--- config.mk ---
export PLATFORM = sky130hd
export DESIGN_NAME = png_stored_rgb_encoder_core
export DESIGN_NICKNAME = d
export VERILOG_FILES = /design/src/hw/rtl/pse_pkg.sv /design/src/hw/rtl/pse_div.sv /design/src/hw/rtl/pse_ctrl.sv /design/src/hw/rtl/pse_datapath.sv /design/src/hw/rtl/png_stored_rgb_encoder_core.sv
export SDC_FILE = /design/constraint.sdc
export NUM_CORES = 2
export LEC_CHECK = 0
export BUFFER_PORTS_ARGS = -buffer_cell sky130_fd_sc_hd__buf_2
export CORE_MARGIN = 4
export CORE_UTILIZATION = 55
export CTS_CLUSTER_SIZE = 12
export DETAILED_ROUTE_END_ITERATION = 16
export GPL_TIMING_DRIVEN = 1
export PLACE_DENSITY = 0.74
export SLEW_MARGIN = 20
export SYNTH_ARGS = -nofsm -noshare
export SYNTH_HDL_FRONTEND = slang
export SYNTH_SLANG_ARGS = --single-unit
export TNS_END_PERCENT = 1
--- constraint.sdc ---
create_clock -name clk -period 7.89 [get_ports clk]
set_input_delay 1.1835 -clock clk [delete_from_list [all_inputs] [get_ports clk]]
set_output_delay 1.1835 -clock clk [all_outputs]
set_load 0.02 [all_outputs]
--- src/hw/rtl/pse_pkg.sv ---
`timescale 1ns / 1ps
`default_nettype none
// ---------------------------------------------------------------------------
// pse_pkg
// Shared types, constants and byte helpers for the PNG stored RGB encoder.
// ---------------------------------------------------------------------------
package pse_pkg;

	localparam int DIM_W      = 14;
	localparam int COL_W      = 15;
	localparam int ROW_W      = 13;
	localparam int RAW_W      = 28;
	localparam int DIVD_W     = 29;
	localparam int BLK_W      = 16;
	localparam int IDX_W      = 4;
	localparam int STEP_W     = 6;
	localparam int CFG_IDX_W  = 2;

	// stored block size; the block count unit in pse_div is built for 2^16 - 1
	localparam int BLOCK_BYTES = 65535;

	localparam logic [31:0] CRC_POLY   = 32'hedb88320;
	localparam logic [31:0] ALL_ONES   = 32'hffffffff;
	localparam logic [16:0] ADLER_MOD  = 17'd65521;
	localparam logic [7:0]  ZLIB_CMF   = 8'h78;
	localparam logic [7:0]  ZLIB_FLG   = 8'h01;
	localparam logic [7:0]  IHDR_DEPTH = 8'd8;
	localparam logic [7:0]  IHDR_CTYPE = 8'd2;
	localparam logic [31:0] IHDR_LEN   = 32'd13;
	localparam logic [31:0] IEND_LEN   = 32'd0;
	localparam logic [STEP_W-1:0] MAX_WORDS = 6'd50;

	// register indexes of the configuration port
	localparam logic [CFG_IDX_W-1:0] REG_WIDTH  = 2'd0;
	localparam logic [CFG_IDX_W-1:0] REG_HEIGHT = 2'd1;

	localparam logic [7:0] PNG_SIG [8] = '{8'd137, 8'd80, 8'd78, 8'd71,
		8'd13, 8'd10, 8'd26, 8'd10};
	localparam logic [7:0] TAG_IHDR [4] = '{8'h49, 8'h48, 8'h44, 8'h52};
	localparam logic [7:0] TAG_IDAT [4] = '{8'h49, 8'h44, 8'h41, 8'h54};
	localparam logic [7:0] TAG_IEND [4] = '{8'h49, 8'h45, 8'h4e, 8'h44};

	typedef enum logic [3:0] {
		SEC_NONE,
		SEC_SIG,
		SEC_LEN_IHDR,
		SEC_TAG_IHDR,
		SEC_IHDR_BODY,
		SEC_CRC,
		SEC_LEN_IDAT,
		SEC_TAG_IDAT,
		SEC_ZHDR,
		SEC_BLK_HDR,
		SEC_FILTER,
		SEC_PIXEL,
		SEC_ADLER,
		SEC_LEN_IEND,
		SEC_TAG_IEND
	} sec_t;

	typedef enum logic [4:0] {
		ST_IDLE,
		ST_MUL,
		ST_DIVS,
		ST_DIV,
		ST_SIG,
		ST_IHDR_LEN,
		ST_IHDR_TAG,
		ST_IHDR_BODY,
		ST_IHDR_CRC,
		ST_IDAT_LEN,
		ST_IDAT_TAG,
		ST_ZHDR,
		ST_RAW_DEC,
		ST_BLK_HDR,
		ST_FILTER,
		ST_PIXEL,
		ST_ADLER,
		ST_IDAT_CRC,
		ST_IEND_LEN,
		ST_IEND_TAG,
		ST_IEND_CRC,
		ST_WAIT
	} state_t;

	typedef struct packed {
		sec_t             sec;
		logic [IDX_W-1:0] idx;
		logic             emit;
		logic             drop;
		logic             last;
		logic             img_end;
		logic             start;
		logic             pix_load;
		logic             mul;
		logic             div_start;
		logic             len_load;
	} cmd_t;

	typedef struct packed {
		logic out_free;
		logic div_done;
		logic block_zero;
		logic col_zero;
		logic pix_last;
	} status_t;

	// CRC-32 (reflected) over one byte
	function automatic logic [31:0] crc_byte(input logic [31:0] c, input logic [7:0] b);
		logic [31:0] r;
		r = c ^ {24'd0, b};
		for (int k = 0; k < 8; k++) begin
			r = r[0] ? ((r >> 1) ^ CRC_POLY) : (r >> 1);
		end
		return r;
	endfunction

	// big-endian byte of a 32-bit word
	function automatic logic [7:0] be_byte(input logic [31:0] v, input logic [1:0] i);
		logic [7:0] r;
		case (i)
			2'd0: r = v[31:24];
			2'd1: r = v[23:16];
			2'd2: r = v[15:8];
			default: r = v[7:0];
		endcase
		return r;
	endfunction

endpackage
`default_nettype wire

--- src/hw/rtl/pse_div.sv ---
`timescale 1ns / 1ps
`default_nettype none
// ---------------------------------------------------------------------------
// pse_div
// Stored block count: divide by 2^16 - 1 with a shift-add, ready in the cycle
// after start.
// ---------------------------------------------------------------------------
module pse_div (
	input  wire logic                         clk,
	input  wire logic                         arst_n,
	input  wire logic                         start,
	input  wire logic [pse_pkg::DIVD_W-1:0]   dividend,
	output logic      [pse_pkg::DIVD_W-1:0]   quotient,
	output logic                              done
);

	logic [pse_pkg::DIVD_W:0]   sum;
	logic [pse_pkg::DIVD_W-1:0] quo_q;
	logic                       done_q;

	// x / 65535 = (x + (x >> 16) + 1) >> 16 while the quotient stays below 2^16
	assign sum = {1'b0, dividend} + {17'd0, dividend[pse_pkg::DIVD_W-1:16]} + 30'd1;

	always_ff @(posedge clk or negedge arst_n) begin
		if (!arst_n) begin
			done_q <= 1'b0;
		end else begin
			done_q <= start;
		end
	end

	// hold the quotient until the next start
	always_ff @(posedge clk) begin
		if (start) begin
			quo_q <= {15'd0, sum[pse_pkg::DIVD_W:16]};
		end
	end

	assign quotient = quo_q;
	assign done     = done_q;

endmodule
`default_nettype wire

--- src/hw/rtl/pse_ctrl.sv ---
`timescale 1ns / 1ps
`default_nettype none
// ---------------------------------------------------------------------------
// pse_ctrl
// Sequencer: walks the PNG sections and tells the datapath which byte to send.
// ---------------------------------------------------------------------------
module pse_ctrl (
	input  wire logic             clk,
	input  wire logic             arst_n,
	input  wire logic             in_valid,
	output logic                  in_ready,
	input  wire pse_pkg::status_t status,
	output pse_pkg::cmd_t         cmd
);

	pse_pkg::state_t             state_q, state_d;
	logic [pse_pkg::IDX_W-1:0]   idx_q;
	logic [pse_pkg::STEP_W-1:0]  step_q;
	logic                        pend_q;
	logic                        emitting;
	logic                        sec_done;
	logic [pse_pkg::IDX_W-1:0]   last_idx;
	pse_pkg::state_t             after;
	logic                        accept;

	always_ff @(posedge clk or negedge arst_n) begin
		if (!arst_n) begin
			state_q <= pse_pkg::ST_IDLE;
			idx_q   <= '0;
			step_q  <= '0;
			pend_q  <= 1'b0;
		end else begin
			state_q <= state_d;
			if (cmd.emit) begin
				idx_q <= sec_done ? '0 : idx_q + 4'd1;
			end
			// count words of this item, saturating at the cap
			if (accept) begin
				step_q <= '0;
			end else if (cmd.emit && !cmd.drop) begin
				step_q <= step_q + 6'd1;
			end
			if (cmd.start) begin
				pend_q <= 1'b1;
			end else if (cmd.pix_load) begin
				pend_q <= status.col_zero;
			end else if (cmd.emit && state_q == pse_pkg::ST_FILTER) begin
				pend_q <= 1'b0;
			end
		end
	end

	always_comb begin
		cmd       = '0;
		cmd.sec   = pse_pkg::SEC_NONE;
		cmd.idx   = idx_q;
		state_d   = state_q;
		in_ready  = 1'b0;
		emitting  = 1'b0;
		last_idx  = '0;
		after     = state_q;
		accept    = 1'b0;

		// pick the section, its length and the state that follows it
		case (state_q)
			pse_pkg::ST_IDLE: begin
				in_ready = 1'b1;
				if (in_valid) begin
					accept    = 1'b1;
					cmd.start = 1'b1;
					state_d   = pse_pkg::ST_MUL;
				end
			end
			pse_pkg::ST_WAIT: begin
				in_ready = 1'b1;
				if (in_valid) begin
					accept       = 1'b1;
					cmd.pix_load = 1'b1;
					state_d      = pse_pkg::ST_RAW_DEC;
				end
			end
			pse_pkg::ST_MUL: begin
				cmd.mul = 1'b1;
				state_d = pse_pkg::ST_DIVS;
			end
			pse_pkg::ST_DIVS: begin
				cmd.div_start = 1'b1;
				state_d       = pse_pkg::ST_DIV;
			end
			pse_pkg::ST_DIV: begin
				if (status.div_done) begin
					cmd.len_load = 1'b1;
					state_d      = pse_pkg::ST_SIG;
				end
			end
			pse_pkg::ST_SIG: begin
				emitting = 1'b1; cmd.sec = pse_pkg::SEC_SIG;
				last_idx = 4'd7; after = pse_pkg::ST_IHDR_LEN;
			end
			pse_pkg::ST_IHDR_LEN: begin
				emitting = 1'b1; cmd.sec = pse_pkg::SEC_LEN_IHDR;
				last_idx = 4'd3; after = pse_pkg::ST_IHDR_TAG;
			end
			pse_pkg::ST_IHDR_TAG: begin
				emitting = 1'b1; cmd.sec = pse_pkg::SEC_TAG_IHDR;
				last_idx = 4'd3; after = pse_pkg::ST_IHDR_BODY;
			end
			pse_pkg::ST_IHDR_BODY: begin
				emitting = 1'b1; cmd.sec = pse_pkg::SEC_IHDR_BODY;
				last_idx = 4'd12; after = pse_pkg::ST_IHDR_CRC;
			end
			pse_pkg::ST_IHDR_CRC: begin
				emitting = 1'b1; cmd.sec = pse_pkg::SEC_CRC;
				last_idx = 4'd3; after = pse_pkg::ST_IDAT_LEN;
			end
			pse_pkg::ST_IDAT_LEN: begin
				emitting = 1'b1; cmd.sec = pse_pkg::SEC_LEN_IDAT;
				last_idx = 4'd3; after = pse_pkg::ST_IDAT_TAG;
			end
			pse_pkg::ST_IDAT_TAG: begin
				emitting = 1'b1; cmd.sec = pse_pkg::SEC_TAG_IDAT;
				last_idx = 4'd3; after = pse_pkg::ST_ZHDR;
			end
			pse_pkg::ST_ZHDR: begin
				emitting = 1'b1; cmd.sec = pse_pkg::SEC_ZHDR;
				last_idx = 4'd1; after = pse_pkg::ST_RAW_DEC;
			end
			pse_pkg::ST_RAW_DEC: begin
				// open a stored block first when the current one is used up
				if (status.block_zero) begin
					state_d = pse_pkg::ST_BLK_HDR;
				end else if (pend_q) begin
					state_d = pse_pkg::ST_FILTER;
				end else begin
					state_d = pse_pkg::ST_PIXEL;
				end
			end
			pse_pkg::ST_BLK_HDR: begin
				emitting = 1'b1; cmd.sec = pse_pkg::SEC_BLK_HDR;
				last_idx = 4'd4; after = pse_pkg::ST_RAW_DEC;
			end
			pse_pkg::ST_FILTER: begin
				emitting = 1'b1; cmd.sec = pse_pkg::SEC_FILTER;
				last_idx = 4'd0; after = pse_pkg::ST_RAW_DEC;
			end
			pse_pkg::ST_PIXEL: begin
				emitting = 1'b1; cmd.sec = pse_pkg::SEC_PIXEL;
				last_idx = 4'd0;
				after    = status.pix_last ? pse_pkg::ST_ADLER : pse_pkg::ST_WAIT;
				cmd.last = !status.pix_last;
			end
			pse_pkg::ST_ADLER: begin
				emitting = 1'b1; cmd.sec = pse_pkg::SEC_ADLER;
				last_idx = 4'd3; after = pse_pkg::ST_IDAT_CRC;
			end
			pse_pkg::ST_IDAT_CRC: begin
				emitting = 1'b1; cmd.sec = pse_pkg::SEC_CRC;
				last_idx = 4'd3; after = pse_pkg::ST_IEND_LEN;
			end
			pse_pkg::ST_IEND_LEN: begin
				emitting = 1'b1; cmd.sec = pse_pkg::SEC_LEN_IEND;
				last_idx = 4'd3; after = pse_pkg::ST_IEND_TAG;
			end
			pse_pkg::ST_IEND_TAG: begin
				emitting = 1'b1; cmd.sec = pse_pkg::SEC_TAG_IEND;
				last_idx = 4'd3; after = pse_pkg::ST_IEND_CRC;
			end
			pse_pkg::ST_IEND_CRC: begin
				emitting    = 1'b1; cmd.sec = pse_pkg::SEC_CRC;
				last_idx    = 4'd3; after = pse_pkg::ST_IDLE;
				cmd.last    = idx_q == 4'd3;
				cmd.img_end = idx_q == 4'd3;
			end
			default: begin
				state_d = pse_pkg::ST_IDLE;
			end
		endcase

		// one byte per free output slot; words past the cap are computed but dropped
		cmd.emit = emitting && status.out_free;
		cmd.drop = step_q >= pse_pkg::MAX_WORDS;
		if (step_q == pse_pkg::MAX_WORDS - 6'd1) begin
			cmd.last = 1'b1;
		end
		if (!emitting) begin
			cmd.last    = 1'b0;
			cmd.img_end = 1'b0;
		end
		sec_done = idx_q == last_idx;
		if (cmd.emit && sec_done) begin
			state_d = after;
		end
	end

endmodule
`default_nettype wire

--- src/hw/rtl/pse_datapath.sv ---
`timescale 1ns / 1ps
`default_nettype none
// ---------------------------------------------------------------------------
// pse_datapath
// Image geometry, block and row counters, CRC-32, Adler-32 and output word.
// ---------------------------------------------------------------------------
module pse_datapath #(
	parameter int MAX_WIDTH   = 8192,
	parameter int MAX_HEIGHT  = 8192
) (
	input  wire logic                            clk,
	input  wire logic                            arst_n,
	input  wire logic                            cfg_we,
	input  wire logic [pse_pkg::CFG_IDX_W-1:0]   cfg_idx,
	input  wire logic [pse_pkg::DIM_W-1:0]       cfg_val,
	input  wire logic [7:0]                      pix_in,
	input  wire pse_pkg::cmd_t                   cmd,
	output pse_pkg::status_t                     status,
	output logic                                 out_valid,
	input  wire logic                            out_ready,
	output logic [7:0]                           out_byte,
	output logic                                 out_last,
	output logic                                 out_img_end
);

	localparam logic [pse_pkg::DIM_W-1:0] MAX_W    = pse_pkg::DIM_W'(MAX_WIDTH);
	localparam logic [pse_pkg::DIM_W-1:0] MAX_H    = pse_pkg::DIM_W'(MAX_HEIGHT);
	localparam logic [pse_pkg::RAW_W-1:0] BLK_RAW  = pse_pkg::RAW_W'(pse_pkg::BLOCK_BYTES);
	localparam logic [pse_pkg::BLK_W-1:0] BLK_SIZE = pse_pkg::BLK_W'(pse_pkg::BLOCK_BYTES);

	logic [pse_pkg::DIM_W-1:0]  width_cfg_q, height_cfg_q;
	logic [pse_pkg::DIM_W-1:0]  cur_w_q, cur_h_q;
	logic [pse_pkg::RAW_W-1:0]  raw_q, raw_left_q;
	logic [31:0]                idat_len_q;
	logic [pse_pkg::COL_W-1:0]  col_q;
	logic [pse_pkg::ROW_W-1:0]  row_q;
	logic [pse_pkg::BLK_W-1:0]  block_left_q;
	logic [31:0]                crc_q;
	logic [15:0]                adler_lo_q, adler_hi_q;
	logic [7:0]                 pix_q;
	logic                       out_valid_q;
	logic [7:0]                 out_byte_q;
	logic                       out_last_q, out_img_end_q;

	logic [pse_pkg::DIM_W-1:0]  w_clamp, h_clamp;
	logic [pse_pkg::COL_W-1:0]  line_len;
	logic [pse_pkg::DIVD_W-1:0] raw_prod;
	logic [pse_pkg::DIVD_W-1:0] div_quot;
	logic                       div_done;
	logic [pse_pkg::BLK_W-1:0]  blk_n;
	logic                       blk_final;
	logic [7:0]                 byte_d;
	logic                       crc_use;
	logic [31:0]                crc_in;
	logic [16:0]                lo_sum, hi_sum;
	logic [15:0]                lo_next, hi_next;
	logic                       row_end, row_last;
	logic                       raw_byte;
	logic [1:0]                 bi;

	// configuration registers
	always_ff @(posedge clk or negedge arst_n) begin
		if (!arst_n) begin
			width_cfg_q  <= 14'd256;
			height_cfg_q <= 14'd256;
		end else if (cfg_we) begin
			if (cfg_idx == pse_pkg::REG_WIDTH) begin
				width_cfg_q <= cfg_val;
			end else if (cfg_idx == pse_pkg::REG_HEIGHT) begin
				height_cfg_q <= cfg_val;
			end
		end
	end

	// clamp geometry into its legal range
	always_comb begin
		w_clamp = (width_cfg_q == '0) ? 14'd1 : ((width_cfg_q > MAX_W) ? MAX_W : width_cfg_q);
		h_clamp = (height_cfg_q == '0) ? 14'd1 :
			((height_cfg_q > MAX_H) ? MAX_H : height_cfg_q);
	end

	assign line_len = 15'(cur_w_q) + 15'({cur_w_q, 1'b0});
	assign raw_prod = pse_pkg::DIVD_W'(line_len + 15'd1) * pse_pkg::DIVD_W'(cur_h_q);

	pse_div u_div (
		.clk      (clk),
		.arst_n   (arst_n),
		.start    (cmd.div_start),
		.dividend (pse_pkg::DIVD_W'(raw_q) + pse_pkg::DIVD_W'(BLK_RAW) - 29'd1),
		.quotient (div_quot),
		.done     (div_done)
	);

	// stored block header fields
	assign blk_n     = (raw_left_q > BLK_RAW) ? BLK_SIZE : raw_left_q[pse_pkg::BLK_W-1:0];
	assign blk_final = raw_left_q <= BLK_RAW;

	assign bi       = cmd.idx[1:0];
	assign row_end  = {1'b0, col_q} == ({1'b0, line_len} - 16'd1);
	assign row_last = {1'b0, row_q} == (cur_h_q - 14'd1);

	// select the byte of the current section
	always_comb begin
		byte_d  = 8'd0;
		crc_use = 1'b1;
		case (cmd.sec)
			pse_pkg::SEC_SIG: begin
				byte_d  = pse_pkg::PNG_SIG[cmd.idx[2:0]];
				crc_use = 1'b0;
			end
			pse_pkg::SEC_LEN_IHDR: begin
				byte_d  = pse_pkg::be_byte(pse_pkg::IHDR_LEN, bi);
				crc_use = 1'b0;
			end
			pse_pkg::SEC_LEN_IDAT: begin
				byte_d  = pse_pkg::be_byte(idat_len_q, bi);
				crc_use = 1'b0;
			end
			pse_pkg::SEC_LEN_IEND: begin
				byte_d  = pse_pkg::be_byte(pse_pkg::IEND_LEN, bi);
				crc_use = 1'b0;
			end
			pse_pkg::SEC_CRC: begin
				byte_d  = pse_pkg::be_byte(crc_q ^ pse_pkg::ALL_ONES, bi);
				crc_use = 1'b0;
			end
			pse_pkg::SEC_TAG_IHDR: byte_d = pse_pkg::TAG_IHDR[bi];
			pse_pkg::SEC_TAG_IDAT: byte_d = pse_pkg::TAG_IDAT[bi];
			pse_pkg::SEC_TAG_IEND: byte_d = pse_pkg::TAG_IEND[bi];
			pse_pkg::SEC_IHDR_BODY: begin
				if (cmd.idx < 4'd4) begin
					byte_d = pse_pkg::be_byte({18'd0, cur_w_q}, bi);
				end else if (cmd.idx < 4'd8) begin
					byte_d = pse_pkg::be_byte({18'd0, cur_h_q}, bi);
				end else if (cmd.idx == 4'd8) begin
					byte_d = pse_pkg::IHDR_DEPTH;
				end else if (cmd.idx == 4'd9) begin
					byte_d = pse_pkg::IHDR_CTYPE;
				end
			end
			pse_pkg::SEC_ZHDR: byte_d = (cmd.idx == 4'd0) ? pse_pkg::ZLIB_CMF : pse_pkg::ZLIB_FLG;
			pse_pkg::SEC_BLK_HDR: begin
				case (cmd.idx)
					4'd0: byte_d = {7'd0, blk_final};
					4'd1: byte_d = blk_n[7:0];
					4'd2: byte_d = blk_n[15:8];
					4'd3: byte_d = ~blk_n[7:0];
					default: byte_d = ~blk_n[15:8];
				endcase
			end
			pse_pkg::SEC_FILTER: byte_d = 8'd0;
			pse_pkg::SEC_PIXEL:  byte_d = pix_q;
			pse_pkg::SEC_ADLER:  byte_d = pse_pkg::be_byte({adler_hi_q, adler_lo_q}, bi);
			default: begin
				byte_d  = 8'd0;
				crc_use = 1'b0;
			end
		endcase
	end

	// chunk CRC restarts at the first tag byte
	assign crc_in = ((cmd.sec == pse_pkg::SEC_TAG_IHDR || cmd.sec == pse_pkg::SEC_TAG_IDAT ||
		cmd.sec == pse_pkg::SEC_TAG_IEND) && cmd.idx == 4'd0) ? pse_pkg::ALL_ONES : crc_q;

	// Adler-32 sums, one reduction step each
	always_comb begin
		lo_sum  = {1'b0, adler_lo_q} + {9'd0, byte_d};
		lo_next = (lo_sum >= pse_pkg::ADLER_MOD) ? 16'(lo_sum - pse_pkg::ADLER_MOD) : lo_sum[15:0];
		hi_sum  = {1'b0, adler_hi_q} + {1'b0, lo_next};
		hi_next = (hi_sum >= pse_pkg::ADLER_MOD) ? 16'(hi_sum - pse_pkg::ADLER_MOD) : hi_sum[15:0];
	end

	assign raw_byte = cmd.emit && (cmd.sec == pse_pkg::SEC_FILTER || cmd.sec == pse_pkg::SEC_PIXEL);

	// control counters
	always_ff @(posedge clk or negedge arst_n) begin
		if (!arst_n) begin
			col_q        <= '0;
			row_q        <= '0;
			block_left_q <= '0;
			raw_left_q   <= '0;
			crc_q        <= pse_pkg::ALL_ONES;
			adler_lo_q   <= 16'd1;
			adler_hi_q   <= 16'd0;
			out_valid_q  <= 1'b0;
		end else begin
			if (cmd.start) begin
				col_q        <= '0;
				row_q        <= '0;
				block_left_q <= '0;
				adler_lo_q   <= 16'd1;
				adler_hi_q   <= 16'd0;
			end
			if (cmd.mul) begin
				raw_left_q <= raw_prod[pse_pkg::RAW_W-1:0];
			end
			if (cmd.emit && crc_use) begin
				crc_q <= pse_pkg::crc_byte(crc_in, byte_d);
			end
			if (cmd.emit && cmd.sec == pse_pkg::SEC_BLK_HDR && cmd.idx == 4'd4) begin
				block_left_q <= blk_n;
			end
			if (raw_byte) begin
				adler_lo_q <= lo_next;
				adler_hi_q <= hi_next;
				// the last pixel byte of the image clears the block state
				if (cmd.sec == pse_pkg::SEC_PIXEL && row_end && row_last) begin
					raw_left_q   <= '0;
					block_left_q <= '0;
				end else begin
					if (block_left_q != '0) block_left_q <= block_left_q - 16'd1;
					if (raw_left_q != '0) raw_left_q <= raw_left_q - 28'd1;
				end
			end
			// advance column and row on a pixel byte
			if (cmd.emit && cmd.sec == pse_pkg::SEC_PIXEL) begin
				if (row_end) begin
					col_q <= '0;
					row_q <= row_last ? '0 : row_q + 13'd1;
				end else begin
					col_q <= col_q + 15'd1;
				end
			end
			// output word slot
			if (cmd.emit && !cmd.drop) begin
				out_valid_q <= 1'b1;
			end else if (out_ready) begin
				out_valid_q <= 1'b0;
			end
		end
	end

	// payload registers
	always_ff @(posedge clk) begin
		if (cmd.start) begin
			cur_w_q <= w_clamp;
			cur_h_q <= h_clamp;
		end
		if (cmd.start || cmd.pix_load) begin
			pix_q <= pix_in;
		end
		if (cmd.mul) begin
			raw_q <= raw_prod[pse_pkg::RAW_W-1:0];
		end
		if (cmd.len_load) begin
			idat_len_q <= 32'(raw_q) + 32'd6 + {1'b0, div_quot, 2'b00} + 32'(div_quot);
		end
		if (cmd.emit && !cmd.drop) begin
			out_byte_q    <= byte_d;
			out_last_q    <= cmd.last;
			out_img_end_q <= cmd.img_end;
		end
	end

	always_comb begin
		status.out_free   = !out_valid_q || out_ready;
		status.div_done   = div_done;
		status.block_zero = block_left_q == '0;
		status.col_zero   = col_q == '0;
		status.pix_last   = row_end && row_last;
	end

	assign out_valid   = out_valid_q;
	assign out_byte    = out_byte_q;
	assign out_last    = out_last_q;
	assign out_img_end = out_img_end_q;

endmodule
`default_nettype wire

--- src/hw/rtl/png_stored_rgb_encoder_core.sv ---
// The first byte of an image goes through the size multiply and the stored block count for
// the IDAT length, then 43 header bytes go out at one per cycle while the output slot is
// free. Body items: accept, block check, emit; a row filter byte or a due stored block
// header adds a block check and its own bytes. The last item adds 20 trailer bytes.
// Output words stall with m_tready; the output register frees at the same edge it drains.
// Reset (arst_n low, asynchronous): no image open, width and height back to 256.
`timescale 1ns / 1ps
`default_nettype none
// ---------------------------------------------------------------------------
// png_stored_rgb_encoder_core
// Streams RGB8 pixel bytes in and a complete PNG file with stored deflate out.
// ---------------------------------------------------------------------------
module png_stored_rgb_encoder_core #(
	parameter int MAX_WIDTH   = 8192,
	parameter int MAX_HEIGHT  = 8192
) (
	input  wire logic                           clk,
	input  wire logic                           arst_n,
	input  wire logic                           cfg_valid,
	output logic                                cfg_ready,
	input  wire logic [pse_pkg::CFG_IDX_W-1:0]  cfg_index,
	input  wire logic [pse_pkg::DIM_W-1:0]      cfg_data,
	input  wire logic                           s_tvalid,
	output logic                                s_tready,
	input  wire logic [7:0]                     s_tdata,   // [7:0] pixel_byte
	output logic                                m_tvalid,
	input  wire logic                           m_tready,
	output logic [7:0]                          m_tdata,   // [7:0] out_byte
	output logic                                m_tlast,   // run_end
	output logic                                m_tuser    // [0] image_end
);

	pse_pkg::cmd_t    cmd;
	pse_pkg::status_t status;

	assign cfg_ready = 1'b1;

	pse_ctrl u_ctrl (
		.clk      (clk),
		.arst_n   (arst_n),
		.in_valid (s_tvalid),
		.in_ready (s_tready),
		.status   (status),
		.cmd      (cmd)
	);

	pse_datapath #(
		.MAX_WIDTH   (MAX_WIDTH),
		.MAX_HEIGHT  (MAX_HEIGHT)
	) u_dp (
		.clk         (clk),
		.arst_n      (arst_n),
		.cfg_we      (cfg_valid && cfg_ready),
		.cfg_idx     (cfg_index),
		.cfg_val     (cfg_data),
		.pix_in      (s_tdata),
		.cmd         (cmd),
		.status      (status),
		.out_valid   (m_tvalid),
		.out_ready   (m_tready),
		.out_byte    (m_tdata),
		.out_last    (m_tlast),
		.out_img_end (m_tuser)
	);

	// image end always closes a run
	a_img_end_last: assert property (@(posedge clk) disable iff (!arst_n)
		m_tvalid && m_tuser |-> m_tlast)
		else $error("image end word without run end");

	// one item at a time: no input right after an accept
	a_one_item: assert property (@(posedge clk) disable iff (!arst_n)
		s_tvalid && s_tready |=> !s_tready)
		else $error("input taken on back-to-back cycles");

	// a byte is produced only when the output slot can take it
	a_emit_slot: assert property (@(posedge clk) disable iff (!arst_n)
		cmd.emit |-> status.out_free)
		else $error("byte emitted into a full output slot");

	// a pending word is not overwritten while stalled
	a_no_overrun: assert property (@(posedge clk) disable iff (!arst_n)
		m_tvalid && !m_tready |-> !cmd.emit)
		else $error("output word overrun");

endmodule
`default_nettype wire

# Word level (Yosys, flattened, before mapping)
# Memory sizes are Yosys's and may differ from the RTL's.
# Cells that the tools add are included.
word_totals:
  mem_bits_ro: 64
  out_inout_bits: 13
  ff_bits: 302
  mem_count: 1
  input_bits: 29
  word_cells: 267
memory_table:
  columns: ["memory", "words", "width", "read_ports", "rd_ports_with_merged_regs", "wr", "line_no", "rtl"]
  rows:
  - ["(no name shown)", 8, 8, 1, 0, 0, "pse_datapath.sv:108", "byte_d = pse_pkg::PNG_SIG[cmd.idx[2:0]];"]
classes:
  muxes: 90
  bitwise_logic: 15
  reduce_logical: 50
  magnitude_cmp: 11
  n_mul: 1
  n_eq_ne: 52
  add_sub_neg: 21
ops:
  columns: ["cell", "n"]
  rows:
  - ["two-way mux 32 bit", 9]
  - ["two-way mux 16 bit", 12]
  - ["two-way mux 28 bit", 4]
  - ["inverter 13 -> 14 bit", 8]
  - ["case mux 8 bit (12 select lines)", 1]
  - ["two-way mux 8 bit", 11]
  - ["case mux 8 bit (3 select lines)", 3]
  - ["case mux 5 bit (14 select lines)", 1]
  - ["case mux 4 bit (14 select lines)", 1]
  - ["two-way mux 13 bit", 4]
  - ["binary-select mux 8 bit (select 2 bit)", 3]
  - ["two-way mux 15 bit", 3]
  - ["equality test 5 x 4 -> 1 bit, second input constant", 8]
  - ["case mux 5 bit (7 select lines)", 1]
  - ["greater-or-equal comparator 17 x 16 -> 1 bit, second input constant", 2]
  - ["adder 32 x 14 -> 32 bit", 1]
  - ["adder 32 x 16 -> 32 bit", 1]
  - ["equality test 4 bit, second input constant", 8]
  - ["inverter 32 bit", 1]
  - ["case mux 8 bit (2 select lines)", 2]
  - ["case mux 8 bit (4 select lines)", 1]
  - ["subtractor 16 bit, second input constant", 2]
  - ["bitwise XOR 32 x 8 -> 32 bit", 1]
  - ["adder 29 x 13 -> 30 bit", 1]
  - ["77 further kinds", 151]

# Longest topological paths before layout
depth:
  word_depth: 25
  mapped_depth: 37
  mapped_depth_nobuf: 33

# Hierarchy
# From an unflattened synthesis, not the netlist that was laid out.
unflattened:
  cells_unflattened: 3445
  hier_area_um2: 31131.1
modules_own_cells:
  columns: ["mod", "cells_each", "seq_area_each_um2", "area_per_inst_um2", "instances"]
  rows:
  - ["pse_datapath", 3132, 7355.8, 28334.7, 1]
  - ["pse_ctrl", 204, 400.4, 1592.8, 1]
  - ["pse_div", 107, 445.4, 1192.4, 1]
  - ["png_stored_rgb_encoder_core", 2, 0.0, 11.3, 1]

# Worst setup path before layout
# Ideal clock, no wire load.
synth_timing:
  path_type: "reg-to-reg"
  start: "reg u_dp.raw_left_q[19] in the netlist's numbering"
  end: "reg u_dp.adler_hi_q[10]"
  stages_incl_launch_ff: 37
  t_arrival_ns: 8.544
  setup_ns: 0.083
  required_time_ns: 7.807
  setup_slack_ns: -0.737
  path_buffers: 5
  period_less_slack_ns: 8.627
  path_cell_list: "dfrtp_1 > or4_1 > buf_2 > or4_4 > buf_6 > or2_1 > buf_6 > o221ai_1 > o221ai_1 > nand4_2 > ha_1 > fa_1 > a21o_1 > a21oi_1 > o21ai_0 > nand2_1 > nor4_1 > a32oi_1 > o31a_1 > o31ai_1 > clkbuf_1 > nand2_1 > o21ai_0 > inv_1 > ha_1 > a211o_1 > a2111oi_0 > o31ai_1 > a211oi_1 > and3_1 > nand4_1 > o31ai_1 > clkbuf_1 > o21a_1 > nand4_1 > xor2_1 > o21ai_0"
synth_via:
  elab_chain_len: 12
  word_cells_on_any_way: 16
  cone_classes: "add/sub: 4; order compare: 4; mux: 6; bitwise: 2"
synth_rtl:
  columns: ["item", "line_no", "rtl"]
  rows:
  - ["from (decl)", "pse_datapath.sv:33", "logic [pse_pkg::RAW_W-1:0] raw_q, raw_left_q;"]
  - ["from (signal assigned)", "pse_datapath.sv:195", "raw_left_q <= raw_prod[pse_pkg::RAW_W-1:0];"]
  - ["from (signal assigned)", "pse_datapath.sv:212", "if (raw_left_q != '0) raw_left_q <= raw_left_q - 28'd1;"]
  - ["> comparator 28 x 16 -> 1 bit", "pse_datapath.sv:95", "assign blk_n = (raw_left_q > BLK_RAW) ? BLK_SIZE : raw_left_q[pse_pkg::BLK_W-1:0];"]
  - ["two-way mux 16 bit", "pse_datapath.sv:95", null]
  - ["inverter 8 bit (on tied branches)", "pse_datapath.sv:148, pse_datapath.sv:147", null]
  - ["case mux 8 bit (4 select lines) *", "pse_datapath.sv:143", "case (cmd.idx)"]
  - ["case mux 8 bit (12 select lines) *", "pse_datapath.sv:106", "case (cmd.sec)"]
  - ["net u_dp.byte_d[0]", "pse_datapath.sv:52", "logic [7:0] byte_d;"]
  - ["adder 16 x 8 -> 17 bit *", "pse_datapath.sv:167", "lo_sum = {1'b0, adler_lo_q} + {9'd0, byte_d};"]
  - ["subtractor 16 bit or greater-or-equal comparator 17 x 16 -> 1 bit (tied branches)", "pse_datapath.sv:168", "lo_next = (lo_sum >= pse_pkg::ADLER_MOD) ? 16'(lo_sum - pse_pkg::ADLER_MOD) : lo_sum[15:0];"]
  - ["two-way mux 16 bit *", "pse_datapath.sv:168", null]
  - ["adder 16 x 16 -> 17 bit *", "pse_datapath.sv:169", "hi_sum = {1'b0, adler_hi_q} + {1'b0, lo_next};"]
  - ["subtractor 16 bit or greater-or-equal comparator 17 x 16 -> 1 bit (tied branches)", "pse_datapath.sv:170", "hi_next = (hi_sum >= pse_pkg::ADLER_MOD) ? 16'(hi_sum - pse_pkg::ADLER_MOD) : hi_sum[15:0];"]
  - ["two-way mux 16 bit *", "pse_datapath.sv:170", null]
  - ["two-way mux 16 bit *", "pse_datapath.sv:203", "if (raw_byte) begin"]
  - ["to (signal assigned)", "pse_datapath.sv:205", "adler_hi_q <= hi_next;"]
  - ["to (decl)", "pse_datapath.sv:39", "logic [15:0] adler_lo_q, adler_hi_q;"]
# The timed path passes the listed nets; every way through them passes the cells marked *.
# A chain may end at the register's enable or synchronous reset.

# Worst setup path after layout
layout_timing:
  start: "reg u_dp.cur_w_q[0] in the netlist's numbering"
  end: "reg u_dp.raw_q[27] in the netlist's numbering (data pin)"
layout_via:
  elab_chain_len: 3
layout_rtl:
  columns: ["item", "line_no", "rtl"]
  rows:
  - ["from (decl)", "pse_datapath.sv:32", "logic [pse_pkg::DIM_W-1:0] cur_w_q, cur_h_q;"]
  - ["from (signal assigned)", "pse_datapath.sv:236", "cur_w_q <= w_clamp;"]
  - ["adder 14 x 15 -> 15 bit", "pse_datapath.sv:82", "assign line_len = 15'(cur_w_q) + 15'({cur_w_q, 1'b0});"]
  - ["adder 15 x 1 -> 16 bit", "pse_datapath.sv:83", "assign raw_prod = pse_pkg::DIVD_W'(line_len + 15'd1) * pse_pkg::DIVD_W'(cur_h_q);"]
  - ["multiplier 29 x 14 -> 28 bit", "pse_datapath.sv:83", null]
  - ["net u_dp.raw_prod (one bit)", "pse_datapath.sv:47", "logic [pse_pkg::DIVD_W-1:0] raw_prod;"]
  - ["to (signal assigned)", "pse_datapath.sv:243", "raw_q <= raw_prod[pse_pkg::RAW_W-1:0];"]
  - ["to (decl)", "pse_datapath.sv:33", null]
# The timed path passes the listed nets, and every way through them passes these cells.

==> metrics <==
status finished with violations; violated checks setup timing; synthesized area per cell 8.84 um^2; synthesized area 0.0297 mm^2; share of cells above drive strength 1 0.186; xor and xnor area share after synthesis 0.103; share of the synthesized area in the top cell type 0.124; initial antenna violation count 0; chip height 240 um; Final #Nets 3,972; Synth Flop Type dfrtp_1; dpl cells 4,217; clk buf depth 3; Slew headroom 0.330; I/O pin count 42; Hold Startpoint u_dp.crc_q[26]; RSZ-0062 raised after global routing true; H-Tree Depth 2; Routed WL 88,000 um; initial DRC count 2,623; Post-Synthesis Cells 3,358; number of detailed-route iterations in the first pass 7; row cnt 84; root buffer cell clkbuf_16; clock skew 25.1 ps; DRC Markers 0; reg2reg end u_dp.raw_q[27]; largest cells by area after synthesis dfrtp_1 12%, fa_1 12%, edfxtp_1 12%; Max Clk Rate 124 MHz; critical path launch point type flip-flop; antenna diode count 0; cell family with most CP delay adder cells; Worst-Skew Late Latency 570 ps; # setup viols final 14; largest net degree at the start of global routing 90; Vias 26,400; sum of negative setup slack -996 ps; HP Class reg2reg; post-synthesis adder-cell area fraction 0.196; most frequent cells in the layout 373 x nand2_1, 319 x buf_4, 251 x inv_1; vias in the first global route 26,700; WL per Instance 20.5 um; Min Clock Period, post-route 8090 ps; Buffers & Inverters on Critical Path 7; ANT nets after route 0; max cap viols 0; FILL cells 4,247; hold path cells 2; PortBufs 40; Slowest-stage cell, CP fa_1; final hold vios 0; cell repeated most along the worst path fa_1; YS warnings 0; starting density of the core 0.560; commonest non-fill, non-tap cell in the layout nand2_1; CTS sink count 300; post-synthesis compound-gate area fraction 0.145; Hold Path End u_dp.crc_q[26]; R2R cell count 32; synthesized flop and latch total 300; Placeable Area 0.0530 mm^2; final cell count without fillers 4,302; mux contribution to synthesized area 0.0189; simple-gate share of the synthesized area 0.207; utilization after layout 0.655; Async SR Flop Fraction 0.607; area leader, netlist dfrtp_1; Post-synth EDFFs 118; setup slack at placement -237 ps; Total Routing Usage GR 0.302; chip width 240 um; final slew viol count 0; clock transition at the registers of the reported paths 50 ps; CTS tree done; Worst Setup Path Type reg2reg; critical path capture point type flip-flop; Die ar. 0.0578 mm^2; slew at the pin closest to its max-slew limit 1000 ps; first-pass GRT wire length 140,000 um; critical path arrival 8400 ps; max incr delay on CP 590 ps; worst-path fanout max 5; Area Growth Syn to Fin 16.9%; final worst setup slack -201 ps; number of distinct library cells after synthesis 102; sequential fraction of the synthesis area 0.274; CTS buffer count 36; final worst-path cycle share 1.03; CP Data Required Time 8200 ps; routability cong. 1.00; Worst R2R Setup Slack -200 ps; largest family of logic cells by synthesized area simple AND/OR/NAND/NOR gates; DP HPWL 67,400 um; vias per std cell 6.14; remaining global-route overflow 0; reg-to-reg critical path startpoint u_dp.cur_w_q[0]
[sequential cells by signal, indices dropped and copies added, names as in the netlist, 6 cells and up]
register / flops
u_dp.crc_q: 32
u_dp.idat_len_q: 30
u_dp.raw_left_q: 28
u_dp.raw_q: 28
u_dp.adler_hi_q: 16
u_dp.adler_lo_q: 16
u_dp.block_left_q: 16
u_dp.col_q: 15
u_dp.cur_h_q: 14
u_dp.cur_w_q: 14
u_dp.height_cfg_q: 14
u_dp.u_div.quotient: 14
u_dp.width_cfg_q: 14
u_dp.row_q: 13
u_dp.out_byte: 8
u_dp.pix_q: 8
u_ctrl.step_q: 6
[worst max-delay path by stage]
| stage | startpoint | end | slack, ps | cells after the start |
|---|---|---|---|---|
| floorplan | u_dp.cur_w_q[0] | u_dp.raw_q[27] | -20 | 30 |
| global placement | u_dp.cur_w_q[1] | u_dp.raw_left_q[26] | -20 | 29 |
| detailed placement | u_dp.cur_w_q[1] | u_dp.raw_left_q[26] | -240 | 29 |
| CTS | u_dp.cur_w_q[2] | u_dp.raw_q[27] | -20 | 28 |
| global route | u_dp.cur_w_q[0] | u_dp.raw_q[27] | -550 | 32 |
| finish | u_dp.cur_w_q[0] | u_dp.raw_q[27] | -200 | 32 |
[repair_timing]
action,4_1_cts,5_1_grt
endpoints found under the hold margin,0,0
endpoints found under the setup margin,31,35
gates resized for setup,35,60
hold buffers,0,0
pin swaps,21,51
buffers inserted,7,12
[cells in the mapped netlist (20+ instances only)]
cell type and count:
a22oi_1 21, o21ai_0 164, nand2b_1 20, a211oi_1 38
nor4_1 42, edfxtp_1 118, xnor2_1 174, ha_1 176
clkbuf_1 157, nand3_1 100, nor2_1 254, dfstp_2 35
a21oi_1 158, xor2_1 129, nand4_1 35, nand2_1 377
and2_1 102, or3_1 32, a21o_1 36, and3_1 34
fa_1 180, nor2b_1 57, nor3_1 85, dfrtp_1 147
inv_1 257, mux2_2 33
[cell families (layout without fill, tap and decap cells)]
kind of cell,after synthesis,count (layout)
other,2,3
AOI/OAI and AO/OA,657,657
adders and majority gates,357,357
muxes,52,52
buffers and inverters,437,692
DFF,300,300
and+or+nand+nor,1232,1232
xor gates and xnor gates,321,321
[area by class of cell]
cell class                 count  area, um^2  area share
multi-input combinational   2622       20800       0.599
clock buffer                  51        1040      0.0300
sequential                   300        8140       0.235
clock inverter                14         135     0.00389
tap                          688         861      0.0248
timing repair buffer         368        2750      0.0793
inverter                     259         972      0.0280
[routing by layer]
metal,GRT usage,vias to the layer above,share of wire
met4,0.121,0,0.045
met3,0.0479,261,0.073
li1,-,12100,-
met2,0.509,1170,0.48
met5,0,-,0
met1,0.390,12900,0.40
[per-stage QoR]
step	hold WS [ps]	instance area (um^2)
final	508	34700
after global routing	527	34700
after CTS	513	34300
after detailed placement	500	32800
after global placement	497	32800
after floorplan	477	30100
[worst min-delay path, stage by stage (launching register included)]
cell,delay [ps]
dfstp_2,370
nor2_1,90
a21oi_1,50
Power is left out: the tool's default activity adds up to more than one toggle a clock period on the data nets, which glitch-free logic cannot reach.
